## config.mk

```make
export PLATFORM = sky130hd
export DESIGN_NAME = tcp_passive_connection_fsm
export DESIGN_NICKNAME = d
export VERILOG_FILES = /design/src/rtl/tcp_pcf_pkg.sv /design/src/rtl/tcp_pcf_engine.sv /design/src/rtl/tcp_passive_connection_fsm.sv
export VERILOG_INCLUDE_DIRS = /design/src /design/src/rtl
export SDC_FILE = /design/constraint.sdc
export NUM_CORES = 1
export LEC_CHECK = 0
export BUFFER_PORTS_ARGS = -buffer_cell sky130_fd_sc_hd__buf_2
export CORE_ASPECT_RATIO = 2
export CORE_UTILIZATION = 30
export CTS_CLUSTER_DIAMETER = 200
export DETAILED_ROUTE_END_ITERATION = 8
export PLACE_DENSITY = 0.56
export REMOVE_ABC_BUFFERS = 1
export SYNTH_ARGS = -nofsm -noshare
export SYNTH_HDL_FRONTEND = slang
export SYNTH_SLANG_ARGS = --single-unit
```

## constraint.sdc

```tcl
create_clock -name clk_i -period 8.2 [get_ports clk_i]
set_clock_uncertainty 0.15 [all_clocks]
set_input_delay 1.23 -clock clk_i [delete_from_list [all_inputs] [get_ports clk_i]]
set_output_delay 1.23 -clock clk_i [all_outputs]
set_load 0.01 [all_outputs]
```

## src/rtl/tcp_passive_connection_fsm_defines.svh

```systemverilog
// ----------------------------------------------------------------------------
// TCP passive connection FSM - assertion macros
// Concurrent assertion helpers shared by the RTL files of the block.
// ----------------------------------------------------------------------------
`ifndef TCP_PASSIVE_CONNECTION_FSM_DEFINES_SVH
`define TCP_PASSIVE_CONNECTION_FSM_DEFINES_SVH

`ifndef SYNTHESIS

// Check a property on every rising clock edge outside reset.
`define TCP_PCF_ASSERT(lbl, clk, rst_n, prop, msg) \
  lbl: assert property (@(posedge clk) disable iff (!rst_n) (prop)) \
    else $error(msg);

// Check that an antecedent implies a consequent in the same cycle.
`define TCP_PCF_ASSERT_IMP(lbl, clk, rst_n, ante, cons, msg) \
  lbl: assert property (@(posedge clk) disable iff (!rst_n) (ante) |-> (cons)) \
    else $error(msg);

`else

`define TCP_PCF_ASSERT(lbl, clk, rst_n, prop, msg)
`define TCP_PCF_ASSERT_IMP(lbl, clk, rst_n, ante, cons, msg)

`endif

`endif

```

## src/rtl/tcp_pcf_pkg.sv

```systemverilog
// ----------------------------------------------------------------------------
// TCP passive connection FSM - package
// Header record types, state encoding, flag masks and register reset values.
// ----------------------------------------------------------------------------
package tcp_pcf_pkg;

  typedef enum logic [1:0] {
    ST_LISTEN  = 2'd0,
    ST_SYNRCVD = 2'd1,
    ST_ESTAB   = 2'd2
  } conn_state_e;

  typedef enum logic [1:0] {
    CFG_LISTEN_PORT = 2'd0,
    CFG_INIT_SEQ    = 2'd1,
    CFG_RECV_WINDOW = 2'd2
  } cfg_idx_e;

  localparam logic [7:0] FlagSyn = 8'h02;
  localparam logic [7:0] FlagRst = 8'h04;
  localparam logic [7:0] FlagAck = 8'h10;

  localparam logic [15:0] ListenPortRst  = 16'd8000;
  localparam logic [31:0] InitSendSeqRst = 32'd312;
  localparam logic [15:0] RecvWindowRst  = 16'd200;

  localparam int CfgDataW = 32;

  // Received header, first field in the lowest bits.
  typedef struct packed {
    logic [15:0] segment_length;
    logic [15:0] peer_window;
    logic [7:0]  seg_flags;
    logic [3:0]  data_offset;
    logic [31:0] ack_no;
    logic [31:0] seq_no;
    logic [15:0] dst_port;
    logic [15:0] src_port;
  } seg_hdr_t;

  // Reply header, first field in the lowest bits.
  typedef struct packed {
    conn_state_e conn_state_out;
    logic [15:0] echo_length;
    logic [15:0] reply_window;
    logic [7:0]  reply_flags;
    logic [31:0] reply_ack;
    logic [31:0] reply_seq;
    logic [15:0] reply_dst_port;
    logic [15:0] reply_src_port;
  } reply_hdr_t;

  typedef struct packed {
    logic [15:0] listen_port;
    logic [31:0] initial_send_seq;
    logic [15:0] receive_window;
  } cfg_t;

  localparam int SegW     = $bits(seg_hdr_t);
  localparam int ReplyW   = $bits(reply_hdr_t);
  localparam int InTdataW  = ((SegW + 7) / 8) * 8;
  localparam int OutTdataW = ((ReplyW + 7) / 8) * 8;

endpackage

```

## src/rtl/tcp_pcf_engine.sv

```systemverilog
// ----------------------------------------------------------------------------
// TCP passive connection FSM - connection engine
// Holds the connection record and decides the reply for one segment.
// ----------------------------------------------------------------------------
`include "tcp_passive_connection_fsm_defines.svh"

module tcp_pcf_engine
  import tcp_pcf_pkg::*;
(
  input  logic       clk_i,
  input  logic       rst_ni,
  input  logic       adv_i,
  input  seg_hdr_t   seg_i,
  input  cfg_t       cfg_i,
  output logic       has_reply_o,
  output reply_hdr_t reply_o
);

  conn_state_e conn_state_q, conn_state_d;
  logic [15:0] peer_port_q, peer_port_d;
  logic [31:0] send_unacked_q, send_unacked_d;
  logic [31:0] send_next_q, send_next_d;
  logic [15:0] send_window_q, send_window_d;
  logic [31:0] recv_next_q, recv_next_d;
  logic [31:0] initial_recv_seq_q, initial_recv_seq_d;

  logic [5:0]  hdr_len;
  logic [15:0] dlen;
  logic        foreign;
  logic        f_syn, f_rst, f_ack;

  assign hdr_len = {seg_i.data_offset, 2'b00};
  assign dlen    = (seg_i.segment_length > {10'd0, hdr_len}) ?
                   (seg_i.segment_length - {10'd0, hdr_len}) : 16'd0;
  assign foreign = (seg_i.dst_port != cfg_i.listen_port);
  assign f_syn   = |(seg_i.seg_flags & FlagSyn);
  assign f_rst   = |(seg_i.seg_flags & FlagRst);
  assign f_ack   = |(seg_i.seg_flags & FlagAck);

  // Next-state logic for the connection record.
  always_comb begin
    conn_state_d       = conn_state_q;
    peer_port_d        = peer_port_q;
    send_unacked_d     = send_unacked_q;
    send_next_d        = send_next_q;
    send_window_d      = send_window_q;
    recv_next_d        = recv_next_q;
    initial_recv_seq_d = initial_recv_seq_q;
    if (adv_i && !foreign) begin
      unique case (conn_state_q)
        ST_LISTEN: begin
          if (!f_rst) begin
            if (f_ack) begin
              send_next_d = seg_i.ack_no;
            end else if (f_syn) begin
              conn_state_d       = ST_SYNRCVD;
              peer_port_d        = seg_i.src_port;
              initial_recv_seq_d = seg_i.seq_no;
              recv_next_d        = seg_i.seq_no + 32'd1;
              send_window_d      = seg_i.peer_window;
              send_unacked_d     = cfg_i.initial_send_seq;
              send_next_d        = cfg_i.initial_send_seq + 32'd1;
            end
          end
        end
        ST_SYNRCVD: begin
          if (f_rst) begin
            conn_state_d = ST_LISTEN;
          end else if (f_ack) begin
            conn_state_d = ST_ESTAB;
          end
        end
        ST_ESTAB: begin
          if (f_rst) begin
            conn_state_d = ST_LISTEN;
          end else begin
            if (f_ack) begin
              send_unacked_d = seg_i.ack_no;
              recv_next_d    = seg_i.seq_no + {16'd0, dlen};
            end
            send_next_d = send_next_q + {16'd0, dlen};
          end
        end
        default: begin
          conn_state_d = conn_state_q;
        end
      endcase
    end
  end

  // Reply header for the segment in flight.
  always_comb begin
    has_reply_o                = 1'b0;
    reply_o.reply_src_port     = cfg_i.listen_port;
    reply_o.reply_dst_port     = seg_i.src_port;
    reply_o.reply_seq          = '0;
    reply_o.reply_ack          = '0;
    reply_o.reply_flags        = '0;
    reply_o.reply_window       = cfg_i.receive_window;
    reply_o.echo_length        = '0;
    reply_o.conn_state_out     = conn_state_d;
    if (foreign) begin
      // No connection on that port: reset back to the sender.
      has_reply_o            = 1'b1;
      reply_o.reply_src_port = seg_i.dst_port;
      if (f_ack) begin
        reply_o.reply_seq   = seg_i.ack_no;
        reply_o.reply_flags = FlagRst;
      end else begin
        reply_o.reply_ack   = seg_i.seq_no + {16'd0, dlen};
        reply_o.reply_flags = FlagRst | FlagAck;
      end
    end else begin
      unique case (conn_state_q)
        ST_LISTEN: begin
          if (!f_rst && f_ack) begin
            has_reply_o         = 1'b1;
            reply_o.reply_seq   = seg_i.ack_no;
            reply_o.reply_ack   = recv_next_q;
            reply_o.reply_flags = FlagRst;
          end else if (!f_rst && f_syn) begin
            has_reply_o         = 1'b1;
            reply_o.reply_seq   = cfg_i.initial_send_seq;
            reply_o.reply_ack   = seg_i.seq_no + 32'd1;
            reply_o.reply_flags = FlagSyn | FlagAck;
          end
        end
        ST_SYNRCVD: begin
          has_reply_o = 1'b0;
        end
        ST_ESTAB: begin
          if (!f_rst) begin
            has_reply_o            = 1'b1;
            reply_o.reply_dst_port = peer_port_q;
            reply_o.reply_seq      = send_next_q;
            reply_o.reply_ack      = recv_next_d;
            reply_o.reply_flags    = FlagAck;
            reply_o.echo_length    = dlen;
          end
        end
        default: begin
          has_reply_o = 1'b0;
        end
      endcase
    end
  end

  always_ff @(posedge clk_i or negedge rst_ni) begin
    if (!rst_ni) begin
      conn_state_q       <= ST_LISTEN;
      peer_port_q        <= '0;
      send_unacked_q     <= '0;
      send_next_q        <= '0;
      send_window_q      <= '0;
      recv_next_q        <= '0;
      initial_recv_seq_q <= '0;
    end else begin
      conn_state_q       <= conn_state_d;
      peer_port_q        <= peer_port_d;
      send_unacked_q     <= send_unacked_d;
      send_next_q        <= send_next_d;
      send_window_q      <= send_window_d;
      recv_next_q        <= recv_next_d;
      initial_recv_seq_q <= initial_recv_seq_d;
    end
  end

  `TCP_PCF_ASSERT(a_state_moves_on_adv, clk_i, rst_ni,
    $stable(conn_state_q) || $past(adv_i), "connection state changed without a segment")
  `TCP_PCF_ASSERT(a_snd_nxt_moves_on_adv, clk_i, rst_ni,
    $stable(send_next_q) || $past(adv_i), "send_next changed without a segment")
  `TCP_PCF_ASSERT_IMP(a_syn_gets_synack, clk_i, rst_ni,
    adv_i && conn_state_q == ST_LISTEN && conn_state_d == ST_SYNRCVD,
    has_reply_o && reply_o.reply_flags == (FlagSyn | FlagAck),
    "entering syn-received without a SYN+ACK reply")

endmodule

```

## src/rtl/tcp_passive_connection_fsm.sv

```systemverilog
// ----------------------------------------------------------------------------
// TCP passive connection FSM - top level
// Single passive TCP connection: takes decoded segment headers, gives replies.
// ----------------------------------------------------------------------------
// The block takes one decoded TCP header per transfer and returns at most one
// reply header per segment, in order. It sustains one segment per clock cycle
// while the output register does not hold a reply that is not taken: a segment
// is held in the input register, where the connection record is read and
// updated in a single pass, and its reply, if any, is loaded into the output
// register when the segment advances, so a reply passes through the input and
// output registers before it is presented. The flow stalls only while the
// output register holds a reply that is not taken.
// Segments for other ports get a reset; a SYN in listen is answered with
// SYN+ACK; data in established is echoed with an ACK. Write the configuration
// registers (0 listen port, 1 initial send sequence, 2 receive window) only
// while no segment is in flight.
// ----------------------------------------------------------------------------
`include "tcp_passive_connection_fsm_defines.svh"

module tcp_passive_connection_fsm
  import tcp_pcf_pkg::*;
(
  input  logic                 clk_i,
  input  logic                 rst_ni,
  // Configuration write port
  input  logic                 cfg_we_i,
  input  logic [1:0]           cfg_idx_i,
  input  logic [CfgDataW-1:0]  cfg_data_i,
  // Segment header input
  input  logic                 s_axis_tvalid,
  output logic                 s_axis_tready,
  // src_port, dst_port, seq_no, ack_no, data_offset, seg_flags, peer_window,
  // segment_length, zero pad
  input  logic [InTdataW-1:0]  s_axis_tdata,
  // Reply header output
  output logic                 m_axis_tvalid,
  input  logic                 m_axis_tready,
  // reply_src_port, reply_dst_port, reply_seq, reply_ack, reply_flags,
  // reply_window, echo_length, conn_state_out, zero pad
  output logic [OutTdataW-1:0] m_axis_tdata
);

  cfg_t       cfg_q;
  logic       in_valid_q;
  seg_hdr_t   in_q;
  logic       out_valid_q;
  reply_hdr_t out_q;
  logic       adv;
  logic       has_reply;
  reply_hdr_t reply;
  logic       load;

  // Configuration registers; writes beyond the list are dropped.
  always_ff @(posedge clk_i or negedge rst_ni) begin
    if (!rst_ni) begin
      cfg_q.listen_port      <= ListenPortRst;
      cfg_q.initial_send_seq <= InitSendSeqRst;
      cfg_q.receive_window   <= RecvWindowRst;
    end else if (cfg_we_i) begin
      unique case (cfg_idx_i)
        CFG_LISTEN_PORT: cfg_q.listen_port      <= cfg_data_i[15:0];
        CFG_INIT_SEQ:    cfg_q.initial_send_seq <= cfg_data_i[31:0];
        CFG_RECV_WINDOW: cfg_q.receive_window   <= cfg_data_i[15:0];
        default: begin
          cfg_q <= cfg_q;
        end
      endcase
    end
  end

  // Advance the held segment whenever the reply slot is free or draining.
  assign adv           = in_valid_q && (!out_valid_q || m_axis_tready);
  assign s_axis_tready = !in_valid_q || adv;
  assign load          = adv && has_reply;

  always_ff @(posedge clk_i or negedge rst_ni) begin
    if (!rst_ni) begin
      in_valid_q <= 1'b0;
    end else if (s_axis_tready) begin
      in_valid_q <= s_axis_tvalid;
    end
  end

  always_ff @(posedge clk_i) begin
    if (s_axis_tready && s_axis_tvalid) begin
      in_q <= s_axis_tdata[SegW-1:0];
    end
  end

  tcp_pcf_engine u_engine (
    .clk_i       (clk_i),
    .rst_ni      (rst_ni),
    .adv_i       (adv),
    .seg_i       (in_q),
    .cfg_i       (cfg_q),
    .has_reply_o (has_reply),
    .reply_o     (reply)
  );

  // Reply register: load a new reply, otherwise drop the one just taken.
  always_ff @(posedge clk_i or negedge rst_ni) begin
    if (!rst_ni) begin
      out_valid_q <= 1'b0;
    end else if (load) begin
      out_valid_q <= 1'b1;
    end else if (m_axis_tready) begin
      out_valid_q <= 1'b0;
    end
  end

  always_ff @(posedge clk_i) begin
    if (load) begin
      out_q <= reply;
    end
  end

  assign m_axis_tvalid = out_valid_q;
  assign m_axis_tdata  = {{(OutTdataW - ReplyW){1'b0}}, out_q};

  `TCP_PCF_ASSERT_IMP(a_stall_only_when_full, clk_i, rst_ni,
    !s_axis_tready, in_valid_q && out_valid_q && !m_axis_tready,
    "input stalled while the pipeline can advance")
  `TCP_PCF_ASSERT_IMP(a_foreign_port_reset, clk_i, rst_ni,
    adv && in_q.dst_port != cfg_q.listen_port, has_reply,
    "segment for another port got no reset reply")
  `TCP_PCF_ASSERT_IMP(a_no_overwrite, clk_i, rst_ni,
    out_valid_q && !m_axis_tready, !load,
    "pending reply overwritten")

endmodule
```

=== Word level (Yosys, flattened, before mapping) ===
Index checks and enable logic that the tools add are counted.

* Bits in read-only memories: 0
* Bits in writable memories: 0
* Logic and storage cells: 102
* Bits of input ports: 183
* Memories: 0
* Output and inout bits: 146
* Bits in latches: 0
* Register bits after elaboration: 407

* Equal/unequal tests: 8
* $mul: 0
* Add/sub/neg operators: 5
* Bitwise gates (word level): 3
* Shift-type cells: 0
* Divide/modulo/power cells: 0
* Reduce and logical (&&, ||, !) cells: 22
* Muxes and demuxes: 39
* $lt $le $gt $ge: 1

{| class="wikitable"
|+ Operators with widths
! kind !! count
|-
| 32-bit 2-to-1 mux || 12
|-
| 72-bit 2-to-1 mux || 2
|-
| 72-bit case mux with 2 select lines || 1
|-
| 32-bit case mux with 2 select lines || 2
|-
| 85-bit 2-to-1 mux || 1
|-
| 69-bit 2-to-1 mux || 1
|-
| 32-bit by 1-bit adder with 32-bit output (second input constant) || 2
|-
| 32-bit by 16-bit adder with 32-bit output || 2
|-
| 16-bit 2-to-1 mux || 4
|-
| 16-bit by 6-bit greater-than comparator with 1-bit output || 1
|-
| 16-bit != test || 1
|-
| 16-bit by 6-bit subtractor with 16-bit output || 1
|-
| 2-bit 2-to-1 mux || 7
|-
| 5-bit AND reduction || 2
|-
| 1-bit logical AND || 6
|-
| 1-bit 2-to-1 mux || 6
|-
| 2-bit case mux with 3 select lines || 1
|-
| 2-bit AND reduction || 3
|-
| 5-bit 2-to-1 mux || 1
|-
| 2-bit by 1-bit == test with 1-bit output (second input constant) || 2
|-
| 2-bit == test (second input constant) || 2
|-
| 1-bit zero test || 4
|-
| 2-bit zero test || 2
|-
| 2-bit != test (second input constant) || 2
|-
| 6 further kinds || 10
|}

=== Logic depth before layout (Yosys ltp) ===
* Word-level depth: 10
* Gate-level depth with buffers: 21
* Gate-level depth less buffers: 20

=== Hierarchy ===
Synthesis repeated with hierarchy kept, for this count alone.

* Cell total of the unflattened synthesis: 1,837
* Area, all modules: 21,007.6 µm²

{| class="wikitable"
|+ Modules (own cells, without submodules)
! module !! sequential area each (µm²) !! area each (µm²) !! instances !! cells each
|-
| tcp_passive_connection_fsm || 10,015.9 || 10,914.2 || 1 || 431
|-
| tcp_pcf_engine || 2,052.0 || 10,093.4 || 1 || 1,406
|}

=== Worst setup path before layout ===
Ideal clock, no wire load.

* Path type: input-to-reg
* Start: in m_axis_tready
* End: reg out_q (netlist bit m_axis_tdata[0]) (enable)
* Setup time: 0.626 ns
* Buffers on the path: 0
* Setup slack: 0.400 ns
* Arrival: 7.023 ns
* Stages on the path: 3
* Data required time: 7.424 ns
* Path through: nand2b_1 > nand2_1 > nor2_1

* Longest elaborated chain between the ends: 3

{| class="wikitable"
|+ Ends and longest elaborated chain
! element !! line !! text
|-
| start: declaration || tcp_passive_connection_fsm.sv:37 || <nowiki>input logic m_axis_tready,</nowiki>
|-
| 1-bit logical OR || tcp_passive_connection_fsm.sv:72 || <nowiki>assign adv = in_valid_q && (!out_valid_q || m_axis_tready);</nowiki>
|-
| 1-bit logical AND || tcp_passive_connection_fsm.sv:72 ||
|-
| 1-bit logical AND || tcp_passive_connection_fsm.sv:74 || <nowiki>assign load = adv && has_reply;</nowiki>
|-
| via load || tcp_passive_connection_fsm.sv:51 || <nowiki>logic load;</nowiki>
|-
| end signal: assignment || tcp_passive_connection_fsm.sv:113 || <nowiki>out_q <= reply;</nowiki>
|-
| end: declaration || tcp_passive_connection_fsm.sv:47 || <nowiki>reply_hdr_t out_q;</nowiki>
|}

The timed path passes the listed nets, and every way through them passes these cells.
A chain may end at the register's enable or synchronous reset.

==> flow_summary.toml <==
[placed_design]
dpl.hpwl_mm = 47.1
port_buffers = 292
gp_congestion = 0.923
detailedPlace.worstSlack_ns = 2.54

[logic_synthesis]
ys_ff_latch = 400
synth_area_sq_um = 19900
netlist.area_leader.share_pct = 38.0
yosys.area.top_type = "edfxtp_1"
syn_area_per_cell_sq_um = 11.1
yosysSeqAreaShare_pct = 56.8
synth_edf_count = 252
synth_most_common_cell = "edfxtp_1"
synth_cells = 1799
ys_dominant_reg_cell = "edfxtp_1"
synth_commonest_cells = "252 x edfxtp_1, 248 x nand2_1, 135 x dfrtp_1, 135 x nor2_1, 100 x o21ai_0"
yosysUniqueCellTypes = 75
yosys_warnings = 0
ys_async_sr_fraction_pct = 37.0
synth.area.top_cells = "edfxtp_1 38%, dfrtp_1 17%, nand2_1 4.7%"

[critical_path]
cp.arrival_ns = 5.85
end_kind = "flip-flop"
critPathRequiredTime_ns = 8.38
crit_path_max_incr_delay_ns = 0.47
critPathKind = "flip-flop to flip-flop"
crit_buf_inv = 4
cp_top_family = "compound AO/OA/AOI/OAI gates"
cpMostUsedCell = "inv_1"
path_max_fanout = 24
worstSetupStartpointType = "flip-flop"
r2r_setup_slack_ns = 2.53
worstPathCellList = "inv_1, ha_1, inv_1, fa_1, a21o_1, a21oi_1, o21ai_0, nor3_2, buf_4, nand2b_1, inv_1, ha_1, a211oi_1, o211ai_1, a2111o_1, nand2_1, a221o_1, a21oi_1, a221o_1"
slowest_stage = "a2111o_1"

[route]
route.vias.total = 15400
first_pass_iters = 9
wl_per_cell_um = 22.1
avgViaCountPerCell = 5.21
drt_wl_total_mm = 65.4
dr.first_iter.drc_count = 1169
ant_nets = 0
route.detailed.drc = 1

[power]
p_leak_nw = 9.57
clkPwrFrac_pct = 38.9
power_switching_share_pct = 27.7
vdd_drop_max_uv = 237
p_total_mw = 5.34
power.switching_mw = 1.48
pwr-share-comb_pct = 14.2
intPower_mw = 3.86
powerDensity_nw_per_um2 = 225
seq_power_share_pct = 46.9

[finish]
drive_gt1_share_pct = 24.2
ff_latch_area_sq_um = 11300
area_growth_pct = 19.3
fillers = 6550
multi_input_area_sq_um = 8080
final_core_util_pct = 36.2
nNetsFinal = 2276

[grt]
antenna_found_initial = 5
grtUsageTotal_pct = 19.4
gr-total-overflow = 0
grt_max_degree = 71
grt_pass1_wl_mm = 97.3
grt_pass1_vias = 15700

[clock_network]
clk_latency_ns = 0.60
clkTransAtPathRegs_ns = 0.06
numCtsBuffers = 42
clock_path_buffers = 3
htree_levels = 2
holdBufCountCts = 0
clock-sinks = 400
cts_setup_buffers = 0
cts_tree = "done"
ctsResizeCount = 0
cts-root-buf = "clkbuf_16"

[floorplanning]
num_rows = 133
die_h_um = 366
initial_core_util_pct = 30.3
die-area_sq_um = 67400
dieWidth_um = 184
io_pins = 329
coreArea_sq_um = 65600

[sta]
rsz0062_at_grt = "no"
layout_setup_ws_ns = 2.53
hold_violations = 0
slew_headroom_pct = 17.1
max_slew.worst_pin.slew_ns = 1.24
min_period_ns = 5.67
finalSetupTns_ns = 0
drv_slew = 0
post-route-period-util_pct = 69.2
fmax_ghz = 0.176
setup_viol = 0
hold_ws_ns = 0.296

[status]
violations = "DRC"
outcome = "finished with violations"

[run]
drv_cap = 0

[worst_hold_path]
hp-class = "flip-flop to flip-flop"
final timing paths:
kind / start / endpoint / cells after the start
worst max-delay path: in_q[126] / m_axis_tdata[81] / 19
max in group asynchronous: rst_ni / u_engine.recv_next_q[21] / 2
worst max register to register: in_q[126] / m_axis_tdata[81] / 19
min in group asynchronous: rst_ni / in_valid_q / 1
worst min register to register: cfg_q[2] / m_axis_tdata[106] / 0
worst min-delay path: cfg_q[2] / m_axis_tdata[106] / 0
cells in the final DEF, fill, tap and decap left out, drive strengths merged, types with 8 or more instances in the layout:
master / count
a21oi: 87
nand4: 25
o31ai: 8
ha: 38
clkbuf: 50
a211oi: 10
o21ai: 100
xnor2: 62
o211ai: 10
nand2: 248
and2: 16
nor3: 41
mux2: 67
a31oi: 8
nand2b: 13
dfstp: 13
or2: 8
inv: 32
nor4: 13
dfrtp: 135
and3: 19
conb: 11
o22ai: 30
a21o: 24
a221o: 11
nor2: 136
buf: 320
a222oi: 33
nand3: 37
clkinv: 14
or3: 9
a22oi: 21
edfxtp: 252
nor2b: 11
xor2: 64
cell type report:
class | count | area share (%)
well taps | 877 | 4.63
clock inverters | 28 | 1.32
inverters | 27 | 0.427
diodes | 2 | 0.0211
multi-input cells | 1261 | 34.0
flip-flops and latches | 400 | 47.6
repair buffers | 320 | 7.07
clock buffers | 50 | 4.91
routing by layer:
layer	vias up	wire length, um	track usage, %
li1	7123	-	-
met1	7517	24300	21.2
met2	640	33900	35.2
met3	164	3830	3.14
met4	2	3350	10.3
met5	-	13	0
sequential cells by signal, summed over array words and instances, names as in the netlist:
signal                 flops
u_engine.send_next_q      32
cfg_q                     64
m_axis_tvalid              1
u_engine.recv_next_q      32
m_axis_tdata             133
u_engine.peer_port_q      16
in_valid_q                 1
in_q                     119
u_engine.conn_state_q      2
metrics by stage:
stage | cell area (sq um) | std cells
5_1_grt | 23700 | 2964
4_1_cts | 23700 | 2963
3_3_place_gp | 22200 | 2885
2_1_floorplan | 19400 | 1688
3_5_place_dp | 22200 | 2885
6_report | 23700 | 2965
power groups by stage:
stage               logic [mW]  clock network, mW  registers, mW
floorplan                0.416                  0           2.56
global placement         0.757                  0           2.54
detailed placement       0.767                  0           2.54
CTS                      0.772               2.15           2.51
global route             0.834               2.21           2.53
finish                   0.758               2.08           2.50
cells by family after synthesis:
| group | count (synthesis) | share of synthesized area (%) |
|---|---|---|
| muxes | 71 | 3.99 |
| DFF | 400 | 56.8 |
| other | 1 | 0.0189 |
| xor gates and xnor gates | 126 | 5.55 |
| AOI/OAI and AO/OA | 410 | 14.0 |
| adders and majority gates | 41 | 2.69 |
| and+or+nand+nor | 602 | 13.9 |
| buffers and inverters | 148 | 3.10 |
Power figures use the tool's default switching activity.
